### src/rtl/ble_adv_manufacturer_filter_top_defines.svh
// Assertion macros for the advertising manufacturer filter.
// Included by the modules that carry assertions; depends on nothing.
`ifndef BLE_ADV_MANUFACTURER_FILTER_TOP_DEFINES_SVH
`define BLE_ADV_MANUFACTURER_FILTER_TOP_DEFINES_SVH

// same-cycle implication
`define BAMF_ASSERT_SAME(lbl, clk, rst_n, ante, cons, msg) \
	lbl: assert property (@(posedge clk) disable iff (!rst_n) (ante) |-> (cons)) \
		else $error(msg);

// next-cycle implication
`define BAMF_ASSERT_NEXT(lbl, clk, rst_n, ante, cons, msg) \
	lbl: assert property (@(posedge clk) disable iff (!rst_n) (ante) |=> (cons)) \
		else $error(msg);

`endif

### src/rtl/bamf_pkg.sv
// Shared types and constants of the advertising manufacturer filter.
// No dependencies.
`default_nettype none

package bamf_pkg;

	localparam int MAX_PAYLOAD_BYTES = 32;
	localparam int COUNT_BITS        = 16;
	localparam logic [15:0] MATCH_COMPANY_RST = 16'h004C;
	localparam logic [7:0]  FLAGS_TYPE_RST    = 8'd1;
	localparam logic [7:0]  MANUF_TYPE_RST    = 8'd255;
	localparam logic [7:0]  MIN_MANUF_LEN     = 8'd3;

	localparam logic [1:0] REG_MATCH_COMPANY = 2'd0;
	localparam logic [1:0] REG_FLAGS_TYPE    = 2'd1;
	localparam logic [1:0] REG_MANUF_TYPE    = 2'd2;

	localparam logic CMD_BYTE  = 1'b0;
	localparam logic CMD_CLEAR = 1'b1;

	typedef enum logic [1:0] {
		PH_LEN,
		PH_TYPE,
		PH_BODY,
		PH_STOP
	} phase_t;

	typedef enum logic [1:0] {
		ST_PARSE,
		ST_CHECK,
		ST_EMIT
	} ctl_state_t;

	typedef struct packed {
		logic take_byte;
		logic clear_count;
		logic count_up;
		logic new_packet;
		logic rd_start;
		logic rd_step;
	} ctl_cmd_t;

	typedef struct packed {
		logic match;
		logic rd_last;
		logic out_free;
	} dp_status_t;

endpackage

`default_nettype wire

### src/rtl/bamf_datapath.sv
// Parser registers, record memory, readout and output register.
// Depends on bamf_pkg; driven by bamf_ctrl.
`default_nettype none

module bamf_datapath #(
	parameter int MAX_PAYLOAD_BYTES = bamf_pkg::MAX_PAYLOAD_BYTES,
	parameter int COUNT_BITS        = bamf_pkg::COUNT_BITS
) (
	input  wire logic                  clk,
	input  wire logic                  arst_n,
	input  wire bamf_pkg::ctl_cmd_t    cmd,
	output bamf_pkg::dp_status_t       sts,
	input  wire logic [7:0]            in_byte,
	input  wire logic                  cfg_wr_en,
	input  wire logic [1:0]            cfg_index,
	input  wire logic [15:0]           cfg_wdata,
	input  wire logic                  out_ready,
	output logic                       out_valid,
	output logic [7:0]                 out_byte,
	output logic                       out_kind,
	output logic                       out_last,
	output logic [15:0]                out_count
);

	localparam int IW    = $clog2(MAX_PAYLOAD_BYTES);
	localparam int LW    = $clog2(MAX_PAYLOAD_BYTES + 1);
	localparam int DEPTH = 3 * (1 << IW);

	logic [7:0] mem [DEPTH];

	logic [15:0] match_q;
	logic [7:0]  flags_type_q;
	logic [7:0]  manuf_type_q;

	logic [LW-1:0]        pos_q;
	bamf_pkg::phase_t     phase_q;
	logic [7:0]           rem_q;
	logic [7:0]           len_q;
	logic [IW-1:0]        idx_q;
	logic [7:0]           type_q;
	logic [7:0]           co_lo_q;
	logic [7:0]           co_hi_q;
	logic [LW-1:0]        flags_len_q;
	logic [LW-1:0]        manuf_len_q;
	logic [1:0]           stage_bank_q;
	logic [1:0]           flags_bank_q;
	logic [1:0]           manuf_bank_q;
	logic [COUNT_BITS-1:0] count_q;

	logic          rd_kind_q;
	logic [IW-1:0] rd_idx_q;
	logic          out_valid_q;
	logic          out_kind_q;
	logic          out_last_q;
	logic [15:0]   out_count_q;
	logic [7:0]    rdata_q;

	logic                     pos_full;
	logic                     active;
	logic                     wr_en;
	logic [IW+1:0]            wr_addr;
	logic [IW+1:0]            rd_addr;
	logic [7:0]               cur_type;
	logic [7:0]               cur_co_hi;
	logic                     ends;
	logic                     is_flags;
	logic                     is_manuf;
	logic                     commit_flags;
	logic                     commit_manuf;
	logic [8:0]               len_p1;
	logic [LW-1:0]            rec_len;
	logic [LW-1:0]            rd_len;
	logic                     rd_rec_end;
	logic [COUNT_BITS+15:0]   count_ext;

	assign pos_full  = pos_q >= LW'(MAX_PAYLOAD_BYTES);
	assign active    = cmd.take_byte && (phase_q != bamf_pkg::PH_STOP) && !pos_full;
	assign wr_en     = active && !((phase_q == bamf_pkg::PH_LEN) && (in_byte == 8'd0));
	assign wr_addr   = {stage_bank_q, (phase_q == bamf_pkg::PH_LEN) ? IW'(0) : idx_q};
	assign cur_type  = (phase_q == bamf_pkg::PH_TYPE) ? in_byte : type_q;
	assign cur_co_hi = (idx_q == IW'(3)) ? in_byte : co_hi_q;
	assign ends      = active && (phase_q != bamf_pkg::PH_LEN) && (rem_q == 8'd1);
	assign is_flags  = cur_type == flags_type_q;
	assign is_manuf  = !is_flags && (cur_type == manuf_type_q)
		&& (len_q >= bamf_pkg::MIN_MANUF_LEN) && ({cur_co_hi, co_lo_q} == match_q);
	assign commit_flags = ends && is_flags;
	assign commit_manuf = ends && is_manuf;
	assign len_p1    = {1'b0, len_q} + 9'd1;
	assign rec_len   = len_p1[LW-1:0];

	assign rd_len     = rd_kind_q ? manuf_len_q : flags_len_q;
	assign rd_rec_end = (LW'(rd_idx_q) + LW'(1)) == rd_len;
	assign rd_addr    = {rd_kind_q ? manuf_bank_q : flags_bank_q, rd_idx_q};
	assign count_ext  = {16'd0, count_q};

	assign sts.match    = manuf_len_q != '0;
	assign sts.rd_last  = rd_kind_q && rd_rec_end;
	assign sts.out_free = !out_valid_q || out_ready;

	assign out_valid = out_valid_q;
	assign out_byte  = rdata_q;
	assign out_kind  = out_kind_q;
	assign out_last  = out_last_q;
	assign out_count = out_count_q;

	always_ff @(posedge clk or negedge arst_n) begin
		if (!arst_n) begin
			match_q      <= bamf_pkg::MATCH_COMPANY_RST;
			flags_type_q <= bamf_pkg::FLAGS_TYPE_RST;
			manuf_type_q <= bamf_pkg::MANUF_TYPE_RST;
		end else if (cfg_wr_en) begin
			case (cfg_index)
				bamf_pkg::REG_MATCH_COMPANY: match_q      <= cfg_wdata;
				bamf_pkg::REG_FLAGS_TYPE:    flags_type_q <= cfg_wdata[7:0];
				bamf_pkg::REG_MANUF_TYPE:    manuf_type_q <= cfg_wdata[7:0];
				default: ;
			endcase
		end
	end

	always_ff @(posedge clk or negedge arst_n) begin
		if (!arst_n) begin
			pos_q        <= '0;
			phase_q      <= bamf_pkg::PH_LEN;
			rem_q        <= '0;
			len_q        <= '0;
			idx_q        <= '0;
			type_q       <= '0;
			co_lo_q      <= '0;
			co_hi_q      <= '0;
			flags_len_q  <= '0;
			manuf_len_q  <= '0;
			stage_bank_q <= 2'd0;
			flags_bank_q <= 2'd1;
			manuf_bank_q <= 2'd2;
		end else if (cmd.new_packet) begin
			pos_q       <= '0;
			phase_q     <= bamf_pkg::PH_LEN;
			rem_q       <= '0;
			type_q      <= '0;
			co_lo_q     <= '0;
			flags_len_q <= '0;
			manuf_len_q <= '0;
		end else if (cmd.take_byte && phase_q != bamf_pkg::PH_STOP) begin
			if (pos_full) begin
				phase_q <= bamf_pkg::PH_STOP;
			end else begin
				pos_q <= pos_q + LW'(1);
				if (phase_q == bamf_pkg::PH_LEN) begin
					if (in_byte == 8'd0) begin
						phase_q <= bamf_pkg::PH_STOP;
					end else begin
						len_q   <= in_byte;
						rem_q   <= in_byte;
						idx_q   <= IW'(1);
						phase_q <= bamf_pkg::PH_TYPE;
					end
				end else begin
					idx_q <= idx_q + IW'(1);
					rem_q <= rem_q - 8'd1;
					if (phase_q == bamf_pkg::PH_TYPE)
						type_q <= in_byte;
					if (idx_q == IW'(2))
						co_lo_q <= in_byte;
					if (idx_q == IW'(3))
						co_hi_q <= in_byte;
					if (rem_q == 8'd1)
						phase_q <= bamf_pkg::PH_LEN;
					else if (phase_q == bamf_pkg::PH_TYPE)
						phase_q <= bamf_pkg::PH_BODY;
					// kept records swap banks with the staging bank
					if (commit_flags) begin
						flags_len_q  <= rec_len;
						flags_bank_q <= stage_bank_q;
						stage_bank_q <= flags_bank_q;
					end else if (commit_manuf) begin
						manuf_len_q  <= rec_len;
						manuf_bank_q <= stage_bank_q;
						stage_bank_q <= manuf_bank_q;
					end
				end
			end
		end
	end

	always_ff @(posedge clk or negedge arst_n) begin
		if (!arst_n) begin
			count_q <= '0;
		end else if (cmd.clear_count) begin
			count_q <= '0;
		end else if (cmd.count_up && count_q != '1) begin
			count_q <= count_q + COUNT_BITS'(1);
		end
	end

	always_ff @(posedge clk or negedge arst_n) begin
		if (!arst_n) begin
			rd_kind_q   <= 1'b0;
			rd_idx_q    <= '0;
			out_valid_q <= 1'b0;
		end else begin
			if (cmd.rd_start) begin
				rd_kind_q <= flags_len_q == '0;
				rd_idx_q  <= '0;
			end else if (cmd.rd_step) begin
				if (rd_rec_end) begin
					rd_kind_q <= 1'b1;
					rd_idx_q  <= '0;
				end else begin
					rd_idx_q <= rd_idx_q + IW'(1);
				end
			end
			if (cmd.rd_step)
				out_valid_q <= 1'b1;
			else if (out_ready)
				out_valid_q <= 1'b0;
		end
	end

	always_ff @(posedge clk) begin
		if (cmd.rd_step) begin
			out_kind_q  <= rd_kind_q;
			out_last_q  <= sts.rd_last;
			out_count_q <= count_ext[15:0];
		end
	end

	always_ff @(posedge clk) begin
		if (wr_en)
			mem[wr_addr] <= in_byte;
		if (cmd.rd_step)
			rdata_q <= mem[rd_addr];
	end

endmodule

`default_nettype wire

### src/rtl/bamf_ctrl.sv
// Controller: intake, end-of-packet check and record readout sequencing.
// Depends on bamf_pkg and the assertion macro header.
`default_nettype none

`include "ble_adv_manufacturer_filter_top_defines.svh"

module bamf_ctrl (
	input  wire logic                 clk,
	input  wire logic                 arst_n,
	input  wire logic                 in_valid,
	input  wire logic                 in_cmd,
	input  wire logic                 in_last,
	output logic                      in_ready,
	input  wire bamf_pkg::dp_status_t sts,
	output bamf_pkg::ctl_cmd_t        cmd
);

	bamf_pkg::ctl_state_t state_q;
	bamf_pkg::ctl_state_t state_d;

	always_ff @(posedge clk or negedge arst_n) begin
		if (!arst_n)
			state_q <= bamf_pkg::ST_PARSE;
		else
			state_q <= state_d;
	end

	always_comb begin
		state_d  = state_q;
		cmd      = '0;
		in_ready = 1'b0;
		case (state_q)
			bamf_pkg::ST_PARSE: begin
				in_ready = 1'b1;
				if (in_valid) begin
					if (in_cmd == bamf_pkg::CMD_CLEAR) begin
						cmd.clear_count = 1'b1;
					end else begin
						cmd.take_byte = 1'b1;
						if (in_last)
							state_d = bamf_pkg::ST_CHECK;
					end
				end
			end
			bamf_pkg::ST_CHECK: begin
				if (sts.match) begin
					cmd.count_up = 1'b1;
					cmd.rd_start = 1'b1;
					state_d      = bamf_pkg::ST_EMIT;
				end else begin
					cmd.new_packet = 1'b1;
					state_d        = bamf_pkg::ST_PARSE;
				end
			end
			bamf_pkg::ST_EMIT: begin
				if (sts.out_free) begin
					cmd.rd_step = 1'b1;
					if (sts.rd_last) begin
						cmd.new_packet = 1'b1;
						state_d        = bamf_pkg::ST_PARSE;
					end
				end
			end
			default: begin
				state_d = bamf_pkg::ST_PARSE;
			end
		endcase
	end

	`BAMF_ASSERT_NEXT(a_last_to_check, clk, arst_n, in_valid && in_ready && in_cmd == bamf_pkg::CMD_BYTE && in_last, state_q == bamf_pkg::ST_CHECK, "last byte did not start the check")
	`BAMF_ASSERT_NEXT(a_check_once, clk, arst_n, state_q == bamf_pkg::ST_CHECK, state_q != bamf_pkg::ST_CHECK, "check state held")
	`BAMF_ASSERT_NEXT(a_match_emits, clk, arst_n, state_q == bamf_pkg::ST_CHECK && sts.match, state_q == bamf_pkg::ST_EMIT, "match did not start readout")
	`BAMF_ASSERT_SAME(a_emit_has_record, clk, arst_n, state_q == bamf_pkg::ST_EMIT, sts.match, "readout without a kept record")

endmodule

`default_nettype wire

### src/rtl/ble_adv_manufacturer_filter_top.sv
// Top level of the advertising manufacturer filter: ports, controller, datapath.
// Depends on bamf_pkg, bamf_ctrl and bamf_datapath.
//
// channel   dir  tdata                          tuser        tlast
// s_axis    in   [7:0] adv_byte                 command      last_byte
// m_axis    out  [7:0] out_byte, [23:8] count   record_kind  last
// cfg       in   write port, index 0..2, 16-bit data, no read-back
//
// A payload or clear beat is taken while parsing. A last byte leads to the check state; on a
// match the records leave at one beat per cycle while the output is ready, flags_len +
// manuf_len beats (at most MAX_PAYLOAD_BYTES), paced by the single read port of the record
// memory; intake waits. Output stalls hold the output register and pause the readout. Reset
// is asynchronous and needs no clearing pass; the record memory is not reset.
`default_nettype none

module ble_adv_manufacturer_filter_top #(
	parameter int MAX_PAYLOAD_BYTES = bamf_pkg::MAX_PAYLOAD_BYTES,
	parameter int COUNT_BITS        = bamf_pkg::COUNT_BITS
) (
	input  wire logic        clk,
	input  wire logic        arst_n,
	input  wire logic        s_axis_tvalid,
	output logic             s_axis_tready,
	input  wire logic [7:0]  s_axis_tdata,   // [7:0] adv_byte
	input  wire logic        s_axis_tuser,   // command
	input  wire logic        s_axis_tlast,
	output logic             m_axis_tvalid,
	input  wire logic        m_axis_tready,
	output logic [23:0]      m_axis_tdata,   // [7:0] out_byte, [23:8] packet_count
	output logic             m_axis_tuser,   // record_kind
	output logic             m_axis_tlast,
	input  wire logic        cfg_wr_en,
	input  wire logic [1:0]  cfg_index,
	input  wire logic [15:0] cfg_wdata
);

	bamf_pkg::ctl_cmd_t   cmd;
	bamf_pkg::dp_status_t sts;
	logic [7:0]           out_byte;
	logic [15:0]          out_count;

	bamf_ctrl u_ctrl (
		.clk      (clk),
		.arst_n   (arst_n),
		.in_valid (s_axis_tvalid),
		.in_cmd   (s_axis_tuser),
		.in_last  (s_axis_tlast),
		.in_ready (s_axis_tready),
		.sts      (sts),
		.cmd      (cmd)
	);

	bamf_datapath #(
		.MAX_PAYLOAD_BYTES (MAX_PAYLOAD_BYTES),
		.COUNT_BITS        (COUNT_BITS)
	) u_datapath (
		.clk       (clk),
		.arst_n    (arst_n),
		.cmd       (cmd),
		.sts       (sts),
		.in_byte   (s_axis_tdata),
		.cfg_wr_en (cfg_wr_en),
		.cfg_index (cfg_index),
		.cfg_wdata (cfg_wdata),
		.out_ready (m_axis_tready),
		.out_valid (m_axis_tvalid),
		.out_byte  (out_byte),
		.out_kind  (m_axis_tuser),
		.out_last  (m_axis_tlast),
		.out_count (out_count)
	);

	assign m_axis_tdata = {out_count, out_byte};

endmodule

`default_nettype wire

### config.mk
export PLATFORM = sky130hd
export DESIGN_NAME = ble_adv_manufacturer_filter_top
export DESIGN_NICKNAME = d
export VERILOG_FILES = /design/src/rtl/bamf_pkg.sv /design/src/rtl/bamf_datapath.sv /design/src/rtl/bamf_ctrl.sv /design/src/rtl/ble_adv_manufacturer_filter_top.sv
export VERILOG_INCLUDE_DIRS = /design/src /design/src/rtl
export SDC_FILE = /design/constraint.sdc
export NUM_CORES = 1
export LEC_CHECK = 0
export BUFFER_PORTS_ARGS = -buffer_cell sky130_fd_sc_hd__buf_2
export CELL_PAD_IN_SITES_DETAIL_PLACEMENT = 0
export CELL_PAD_IN_SITES_GLOBAL_PLACEMENT = 1
export CORE_MARGIN = 2
export CORE_UTILIZATION = 40
export DETAILED_ROUTE_END_ITERATION = 8
export PLACE_DENSITY_LB_ADDON = 0.1
export REMOVE_ABC_BUFFERS = 1
export SETUP_SLACK_MARGIN = 0.15
export SLEW_MARGIN = 20
export SYNTH_ARGS = -nofsm -noshare
export SYNTH_HDL_FRONTEND = slang
export SYNTH_SLANG_ARGS = --single-unit
export TNS_END_PERCENT = 100
### constraint.sdc
create_clock -name clk -period 8.5 [get_ports clk]
set_clock_uncertainty 0.2 [all_clocks]
set_input_delay 0.85 -clock clk [delete_from_list [all_inputs] [get_ports clk]]
set_output_delay 0.85 -clock clk [all_outputs]
set_load 0.02 [all_outputs]
Yosys cells after proc, flatten, opt, wreduce, memory -nomap -nowiden
Memory sizes are Yosys's and may differ from the RTL's. A register that Yosys moved wholly into a read port is not among the register bits.
Index checks and enable logic that the tools add are counted.
{ "totals": {"elab_cells": 192, "mem_count": 1, "ff_bits": 146, "out_inout_bits": 28, "ram_bits": 768, "in_bits": 33} }
{ "mem_list": {"columns": ["memory", "depth", "word_bits", "read_ports", "rd_ports_with_merged_regs", "write_ports", "line_no", "source"], "rows": [
  ["u_datapath.mem", 96, 8, 1, 1, 1, "bamf_datapath.sv:29", "logic [7:0] mem [DEPTH];"]
]} }
{ "classes": {"n_reduce_logical": 53, "bitwise_logic": 5, "eq_ne": 24, "addsub": 7, "n_lt_le_gt_ge": 2, "muxes": 76} }
{ "ops": {"columns": ["cell", "count"], "rows": [
  ["$mux W8", 16],
  ["$mux W6", 15],
  ["$mux W2", 18],
  ["$mux W16", 2],
  ["$mux W5", 6],
  ["$reduce_and A5 Y1", 5],
  ["$ne A2 B2 Y1 const B", 10],
  ["$reduce_bool A2 Y1", 10],
  ["$mux W1", 17],
  ["$add A16 B1 Y16 const B", 1],
  ["$eq A16 B16 Y1", 1],
  ["$eq A8 B8 Y1", 2],
  ["$ne A16 B16 Y1 const B", 1],
  ["$reduce_and A4 Y1", 4],
  ["$logic_and A1 B1 Y1", 13],
  ["$add A6 B1 Y6 const B", 2],
  ["$reduce_and A2 Y1", 6],
  ["$add A5 B1 Y5 const B", 2],
  ["$eq A5 B2 Y1 const B", 2],
  ["$eq A8 B1 Y1 const B", 1],
  ["$ge A8 B2 Y1 const B", 1],
  ["$logic_not A8 Y1", 1],
  ["$sub A8 B1 Y8 const B", 1],
  ["$add A5 B1 Y6 const B", 1],
  ["16 further kinds", 29]
]} }

Logic depth before layout (Yosys ltp)
Gate-level depths: netlist of the first run.
{ "depth": {"depth_word": 14, "ltp_mapped": 12, "ltp_nobuf": 10} }

Cells and area by module
From an unflattened synthesis of the first run, not the netlist that was laid out.
{ "hier_totals": {"hier_cells": 1987, "hier_area_um2": 37410.9} }
{ "modules_own_cells": {"columns": ["module", "instances", "seq_area_each_um2", "area_each_um2", "cells_each"], "rows": [
  ["bamf_datapath", 1, 27013.4, 37195.7, 1965],
  ["bamf_ctrl", 1, 50.0, 215.2, 22]
]} }

Least setup slack after synthesis of the first run
No wires, ideal clock.
{ "synth_path": {"path_type": "input -> register", "start": "in s_axis_tuser", "end": "mem u_datapath.mem[27][0], enable pin", "path_buffers": 2, "arrival_ns": 2.820, "setup_ns": 0.371, "path_slack_ns": 5.110, "required_ns": 7.929, "cell_stages": 8, "path_cell_list": "nand3b_1 a211oi_2 o21ai_1 clkbuf_1 nor3_2 nand3_1 clkbuf_1 nor2_1"} }
{ "synth_via": {"elab_chain_cells": 8} }
{ "synth_lines": {"columns": ["item", "line_no", "source"], "rows": [
  ["start, declared", "ble_adv_manufacturer_filter_top.sv:25", "input wire logic s_axis_tuser,"],
  ["$mux W1", "bamf_ctrl.sv:36", "if (in_cmd == bamf_pkg::CMD_CLEAR) begin"],
  ["$mux W2", "bamf_ctrl.sv:35", "if (in_valid) begin"],
  ["$mux W2", "bamf_ctrl.sv:32", "case (state_q)"],
  ["$logic_and A1 B1 Y1 (2 in a row)", "bamf_datapath.sv:77", "assign active = cmd.take_byte && (phase_q != bamf_pkg::PH_STOP) && !pos_full;"],
  ["$logic_and A1 B1 Y1", "bamf_datapath.sv:78", "assign wr_en = active && !((phase_q == bamf_pkg::PH_LEN) && (in_byte == 8'd0));"],
  ["$mux W1", "bamf_datapath.sv:229", "if (wr_en)"],
  ["$mux W1 (implied by the code)", "bamf_datapath.sv:230", "mem[wr_addr] <= in_byte;"],
  ["end, declared", "bamf_datapath.sv:29", null]
]} }
No other way between the ends.

Final worst setup path of the first run
{ "layout_path": {"start": "reg u_ctrl.state_q[0]", "end": "mem u_datapath.mem[20][3], enable pin"} }
{ "layout_via": {"elab_chain_cells": 7} }
{ "layout_lines": {"columns": ["item", "line_no", "source"], "rows": [
  ["start, declared", "bamf_ctrl.sv:18", "bamf_pkg::ctl_state_t state_q;"],
  ["start signal, assigned", "bamf_ctrl.sv:23", "state_q <= bamf_pkg::ST_PARSE;"],
  ["start signal, assigned", "bamf_ctrl.sv:25", "state_q <= state_d;"],
  ["$logic_not A2 Y1", "bamf_ctrl.sv:32", null],
  ["$mux W2", "bamf_ctrl.sv:32", null],
  ["$logic_and A1 B1 Y1 (2 in a row)", "bamf_datapath.sv:77", null],
  ["$logic_and A1 B1 Y1", "bamf_datapath.sv:78", null],
  ["$mux W1", "bamf_datapath.sv:229", null],
  ["$mux W1 (implied by the code)", "bamf_datapath.sv:230", null]
]} }
No other way between the ends.

==> summary.md, run 1 <==
| Metric | Value |
|---|---|
| Outcome | `complete, no violations` |
| WP buf/inv | `2` |
| Core area | `91,900 sq um` |
| Crit path from | `u_ctrl.state_q[0]` |
| Post-synth EDFFs | `794` |
| Yosys top cell area share | `64.1%` |
| Buffers on Ports | `60` |
| Width of the chip | `309 um` |
| Int Pwr | `8.96 mW` |
| Cell mode on critical path | `nor2_1` |
| Crit-path slowest cell | `a211oi_2` |
| Critical Path Fanout Max | `11` |
| Fin crit period | `4.79 ns` |
| Critical setup path kind | `reg2reg` |
| Wirelength, routed | `94,100 um` |
| Distinct cells, synth | `69` |
| Total power | `12.5 mW` |
| CP startpoint kind | `flip-flop` |
| Delay-heaviest family, CP | `simple AND/OR/NAND/NOR gates` |
| Initial Util | `40.5%` |
| RSZ-0062 raised after global routing | `no` |
| Post-CTS sizing | `0` |
| Hold Crit Start | `cfg_wdata[14]` |
| Max Cap Viol | `0` |
| Mapped cell area | `37,200 sq um` |
| Pre-CTS setup slack | `3.39 ns` |
| Fraction of layout cells with a size suffix above 1 | `24.8%` |
| Clock power frac | `34.1%` |
| Boundary Pins | `61` |
| Hold_ws | `0.214 ns` |
| CTS clk-pin slew, worst paths | `0.06 ns` |
| Largest net degree at the start of global routing | `96` |
| Lkg Pwr | `13.8 nW` |
| CTS Root Cell | `clkbuf_16` |
| Starting DRT DRC Count | `1,784` |
| Vias in the first global route | `19,212` |
| Sink Count | `922` |
| Die ar. | `95,500 sq um` |
| Net switching power figure | `3.59 mW` |
| Clk_lat worst skew | `0.67 ns` |
| Dpl hpwl | `57,500 um` |
| Combinational share of power | `23.5%` |
| Slew Viols, Final | `0` |
| Pwr Density | `298 nW/um^2` |
| CP peak stage delay | `0.64 ns` |
| Slew Limit Headroom | `28.1%` |
| Initial antenna violation count | `0` |
| Postcts setup bufs | `0` |
| Total track usage | `20.1%` |
| CP required | `8.58 ns` |
| Data arrival, critical path | `4.87 ns` |
| Seq cells post-synth | `922` |
| Drt pass-1 iters | `5` |
| Highest clock rate | `209 MHz` |
| Antenna Nets Post-Route | `0` |
| Synth top area cells | `edfxtp_1 (64%), mux4_2 (14%), dfrtp_1 (7.7%)` |
| Synthesis warning total | `0` |
| Register area share after synthesis | `72.7%` |
| Setup crit end kind | `flip-flop` |
| Hold crit path type | `in2reg` |
| Clock Path Buffers | `3` |
| Die H | `309 um` |
| WL/cell | `27.8 um` |
| Net Sw Frac | `28.6%` |
| Worst r2r src | `u_ctrl.state_q[0]` |
| Top FF cell, synth | `edfxtp_1` |
| Period utilisation layout | `56.3%` |
| Setup WS post-layout | `3.71 ns` |
| Async SR Flop Fraction | `13.9%` |
| CTS buffer count | `98` |
| Worst Tran Pin Value | `1.08 ns` |
| CTS HTree Levels | `3` |
| Hold buffer count at cts | `1` |
| Area grow syn2layout | `13.3%` |
| ANT cells | `0` |
| Vias | `18,621` |
| Endpoints failing setup | `0` |
| Core Util, Final | `45.8%` |
| Commonest cells after routing, fill and taps aside | `edfxtp_1 (794), mux4_2 (228), nor2_1 (181), dfrtp_1 (110), clkbuf_16 (100)` |
| Final Net Count | `2,105` |
| Reg power frac | `42.4%` |
| Std-Cell Rows | `111` |
| Critical path cell sequence | `inv_1 -> ha_1 -> nand3b_1 -> a211oi_2 -> o21ai_1 -> nor2_1 -> nand3_1 -> buf_4 -> nor2_1` |
| First-pass GRT wire length | `137,000 um` |
| DRC | `0` |
| Total grt overflow | `0` |
| Gate Count Post-Synth | `1,977` |
| Worst VDD drop | `0.189 mV` |
| Via density | `5.50` |
| Yosys top cell by area | `edfxtp_1` |
| RD Place Congestion | `0.798` |
| CTS tree | `built` |
| Final Hold Viols | `0` |
| Synth Area per Inst | `18.8 sq um` |
| Leading cell type in the layout, fill and taps excluded | `edfxtp_1` |
| Setup TNS | `0 ns` |
area by class of cell:
type | count | area [sq um]
flip-flops and latches | 922 | 27100
fillers | 7851 | 49800
clock inverters | 45 | 529
inverters | 22 | 82.6
well taps | 1243 | 1560
clock buffers | 137 | 2680
repair buffers | 95 | 604
multi-input cells | 921 | 9630
power groups by stage:
stage	Combinational [mW]	Clock (mW)	Sequential (mW)
final	2.95	4.28	5.33
after global routing	3.17	4.55	5.35
after CTS	3.03	4.37	5.33
after detailed placement	3.02	0	5.42
after global placement	3.02	0	5.42
after floorplan	2.20	0	5.65
registers in the layout, summed over array words and instances (netlist names), 5 cells and up:
signal                   cells
u_datapath.manuf_len_q       6
u_datapath.type_q            8
u_datapath.mem             768
u_datapath.out_byte          8
u_datapath.count_q          16
u_datapath.co_hi_q           8
u_datapath.pos_q             6
u_datapath.flags_type_q      8
u_datapath.match_q          16
u_datapath.manuf_type_q      8
u_datapath.out_count        16
u_datapath.flags_len_q       6
u_datapath.rd_idx_q          5
u_datapath.rem_q             8
u_datapath.co_lo_q           8
u_datapath.idx_q             5
u_datapath.len_q             8
path summary, 6_finish.rpt:
path,end,slack [ns],cells after the start
max in group asynchronous,u_datapath.rd_idx_q[3],6.16,3
min in group asynchronous,u_datapath.count_q[15],0.54,2
hold reg to reg,u_datapath.co_hi_q[3],0.29,1
hold / removal,u_datapath.match_q[14],0.21,3
setup reg to reg,u_datapath.mem[20][3],3.71,9
setup / recovery,u_datapath.mem[20][3],3.71,9
kinds of logic after synthesis:
family | count (synthesis) | synth area share [%]
buffers and inverters | 134 | 1.57
flip-flops | 922 | 72.7
adder cells (fa/ha/maj) | 12 | 0.403
AO/OA/AOI/OAI | 133 | 2.35
XOR/XNOR | 65 | 1.53
AND/OR/NAND/NOR | 375 | 4.58
multiplexers | 336 | 16.8
worst reg2reg max path, cell delays in order, from the launching register on:
cell and delay [ns]:
dfrtp_1 0.39, inv_1 0.09, ha_1 0.25, nand3b_1 0.25, a211oi_2 0.64, o21ai_1 0.51, nor2_1 0.52, nand3_1 0.56
buf_4 0.40, nor2_1 0.59
through the flow:
step / instances / area (sq um)
5_1_grt: 3385 / 42200
6_report: 3385 / 42200
3_3_place_gp: 3202 / 38900
2_1_floorplan: 1865 / 36700
4_1_cts: 3385 / 42100
3_5_place_dp: 3202 / 38900
metal layers:
metal / global-route usage [%] / vias to the layer above / routed length (um)
met2: 32.0 / 490 / 45000
met3: 3.72 / 138 / 4540
li1: - / 8063 / -
met1: 28.4 / 9930 / 42000
met5: 0 / - / 0
met4: 5.66 / 0 / 2480
cell usage after synthesis, types with 8 or more instances:
library cell,instances
mux2_1,10
clkbuf_1,60
nor4_1,8
o21ai_1,15
nor3_1,9
nand2_1,79
xnor2_1,38
mux2i_1,64
ha_1,12
nand3_1,35
dfrtp_1,114
nor2_1,181
dfstp_2,14
a22o_1,8
o21ai_0,22
o221ai_1,8
buf_2,38
a21oi_1,35
mux2_2,34
xor2_1,27
nand4_1,15
inv_1,22
buf_1,8
edfxtp_1,794
mux4_2,228
No activity file was read; power rests on OpenSTA's default activity.
==> run 2: changes to the inputs <==
Clock period 8.5 ns to 4.7 ns, I/O delays scaled along.
==> run 2 against run 1 <==
Sequential power grew 80%. Sequential share of layout area is 1.1 points lower. Maximum frequency increased by 28%. First-iteration DRC count decreased by 6.1%. Highest routed layer unchanged. Die area did not move. Largest cell class unchanged. Count of clock-buffer cells in the layout fell by 15. Total power grew 81%.
==> summary.md, run 2 (same netlist as run 1, synthesis figures left out) <==
| Metric | Value |
|---|---|
| Outcome | `complete, no violations` |
| Multi-input combinational cell area | `9600 sq um (-0.25%)` |
| Starting DRT DRC Count | `1,676 (-6.1%)` |
| Critical path cell sequence | `ha_1 -> nand3_1 -> xor2_1 -> xnor2_1 -> and4_1 -> a41oi_2 -> and3_1 -> nand2_1 -> a22o_1` |
| Die ar. | `95,500 sq um (unchanged)` |
| WL/cell | `27.2 um (-2.2%)` |
| Slew Limit Headroom | `32.2% (+4.2 points)` |
| Hold buffer count at cts | `23 (+22)` |
| Lkg Pwr | `14.3 nW (+3.2%)` |
| Setup WS post-layout | `0.950 ns (-2.76 ns)` |
| CTS buffer count | `99 (+1.0%)` |
| Sink Count | `922 (unchanged)` |
| Period utilisation layout | `79.8% (+23 points)` |
| Max FFs per register | `768 (unchanged)` |
| Initial antenna violation count | `3 (+3)` |
| Drt pass-1 iters | `7 (+2)` |
| Total grt overflow | `0 (unchanged)` |
| Total power | `22.8 mW (+81%)` |
| Buffers on Ports | `60 (unchanged)` |
| Antenna Nets Post-Route | `0 (unchanged)` |
| Std-Cell Rows | `111 (unchanged)` |
| Largest net degree at the start of global routing | `111 (+16%)` |
| Reg2Reg Capture Point | `u_datapath.len_q[6]` |
| Layout fillers | `7,901 (+0.64%)` |
| Hold crit path type | `in2reg` |
| CP peak stage delay | `0.81 ns (+0.17 ns)` |
| Hold_ws | `0.0484 ns (-0.166 ns)` |
| Clock Path Buffers | `3 (unchanged)` |
| Final Net Count | `2,190 (+4.0%)` |
| Wirelength, routed | `94,400 um (+0.34%)` |
| Highest clock rate | `267 MHz (+28%)` |
| Via density | `5.45 (-0.91%)` |
| Worst Tran Pin Value | `1.02 ns (-0.0624 ns)` |
| CP required | `5.06 ns (-3.52 ns)` |
| CTS HTree Levels | `3 (unchanged)` |
| Total track usage | `20.2% (+0.16 points)` |
| Critical Path Fanout Max | `26 (+15)` |
| DRC | `0 (unchanged)` |
| Setup crit end kind | `flip-flop` |
| Commonest cells after routing, fill and taps aside | `edfxtp_1 (794), mux4_2 (228), nor2_1 (181), dfrtp_1 (110)` |
| Slew Viols, Final | `0 (unchanged)` |
| RD Place Congestion | `0.797 (-0.16%)` |
| Initial Util | `40.5% (unchanged)` |
| Worst Hold End | `u_ctrl.state_q[1]` |
| Biggest register | `u_datapath.mem` |
| Fin crit period | `3.75 ns (-1.04 ns)` |
| Hold Crit Start | `s_axis_tlast` |
| RSZ-0062 raised after global routing | `no` |
| FF+latch area | `27,100 sq um (unchanged)` |
| Width of the chip | `309 um (unchanged)` |
| Postcts setup bufs | `0 (unchanged)` |
| Leading cell type in the layout, fill and taps excluded | `edfxtp_1` |
| CP startpoint kind | `flip-flop` |
| Area grow syn2layout | `15.2%` |
| Data arrival, critical path | `4.11 ns (-0.76 ns)` |
| Dpl hpwl | `59,400 um (+3.4%)` |
| Die H | `309 um (unchanged)` |
| Vias | `18,925 (+1.6%)` |
| CTS Root Cell | `clkbuf_16` |
| CTS clk-pin slew, worst paths | `0.06 ns (about the same)` |
| Crit-path slowest cell | `dfrtp_4` |
| Worst r2r src | `u_datapath.rd_idx_q[0]` |
| Boundary Pins | `61 (unchanged)` |
| CTS tree | `built` |
| Vias in the first global route | `19,791 (+3.0%)` |
| Fraction of layout cells with a size suffix above 1 | `26.7% (+1.8 points)` |
| Worst VDD drop | `0.377 mV (+99%)` |
| Core area | `91,900 sq um (unchanged)` |
| Max Cap Viol | `0 (unchanged)` |
| Crit path from | `u_datapath.rd_idx_q[0]` |
| Pwr Density | `531 nW/um^2 (+78%)` |
| Post-CTS sizing | `0 (unchanged)` |
| Reg2reg path depth | `9 (unchanged)` |
| Pre-CTS setup slack | `0.946 ns (-2.44 ns)` |
| First-pass GRT wire length | `139,000 um (+1.3%)` |
| Critical setup path kind | `reg2reg` |
| Hold Crit Depth | `4 (+1)` |
| Clk_lat worst skew | `0.67 ns (about the same)` |
| Final Hold Viols | `0 (unchanged)` |
| Endpoints failing setup | `0 (unchanged)` |
| R2R Setup Slk | `0.95 ns (-2.76 ns)` |
-- run 2: changes by cell type in the layout (fill, tap and decap cells not counted), sizes merged --
cell	change
buf	+62
dlygate4sd3	+22
clkbuf	-15
clkinv	+14
inv	+5
clkinvlp	-3
bufinv	+1
diode	+1
-- run 2: routing by layer --
metal  up-vias  global-route usage (%)  share of wire (%)
met4         0                    6.32                2.7
met1     10044                    28.3                 44
met3       138                    3.31                5.2
met5         -                       0                  0
met2       520                    32.7                 48
li1       8223                       -                  -
-- run 2: area by class of cell --
cell class,instances,area share (%)
clock inverters,62,1.50
well taps,1243,3.63
repair buffers,179,3.13
inverters,22,0.193
clock buffers,122,5.98
flip-flops and latches,922,63.2
diodes,1,0.00584
multi-input cells,921,22.4
-- run 2: metrics by stage --
| stage | util (%) | std cells | setup TNS, ns | instance area, sq um |
|---|---|---|---|---|
| detailed placement | 42.9 | 3264 | 0 | 39400 |
| CTS | 46.6 | 3471 | 0 | 42900 |
| global placement | 42.9 | 3264 | 0 | 39400 |
| global route | 46.6 | 3471 | 0 | 42900 |
| finish | 46.6 | 3472 | 0 | 42900 |
| floorplan | - | 1865 | -491.55 | 36700 |
-- run 2: how the worst max path moves through the flow --
| stage | endpoint | slack, ns |
|---|---|---|
| 2_1_floorplan | u_datapath.flags_bank_q[1] | -6.18 |
| 3_3_place_gp | u_datapath.len_q[0] | 1.10 |
| 3_5_place_dp | u_datapath.len_q[6] | 0.95 |
| 4_1_cts | u_datapath.len_q[6] | 0.93 |
| 5_1_grt | u_datapath.len_q[5] | 0.67 |
| 6_report | u_datapath.len_q[6] | 0.95 |
-- run 2: power breakdown --
part           internal [mW]  switching, mW  total, mW
clock network           4.50           3.22       7.72
logic                   2.54           2.90       5.44
registers               9.22          0.376       9.60
-- run 2: worst max-delay path: cells and delay by family, from the launching register on --
kind / cells / cell delay [ns]
and+or+nand+nor: 4 / 1.20
DFF: 1 / 0.81
AOI/OAI and AO/OA: 2 / 0.75
xor gates and xnor gates: 2 / 0.35
adders and majority gates: 1 / 0.32
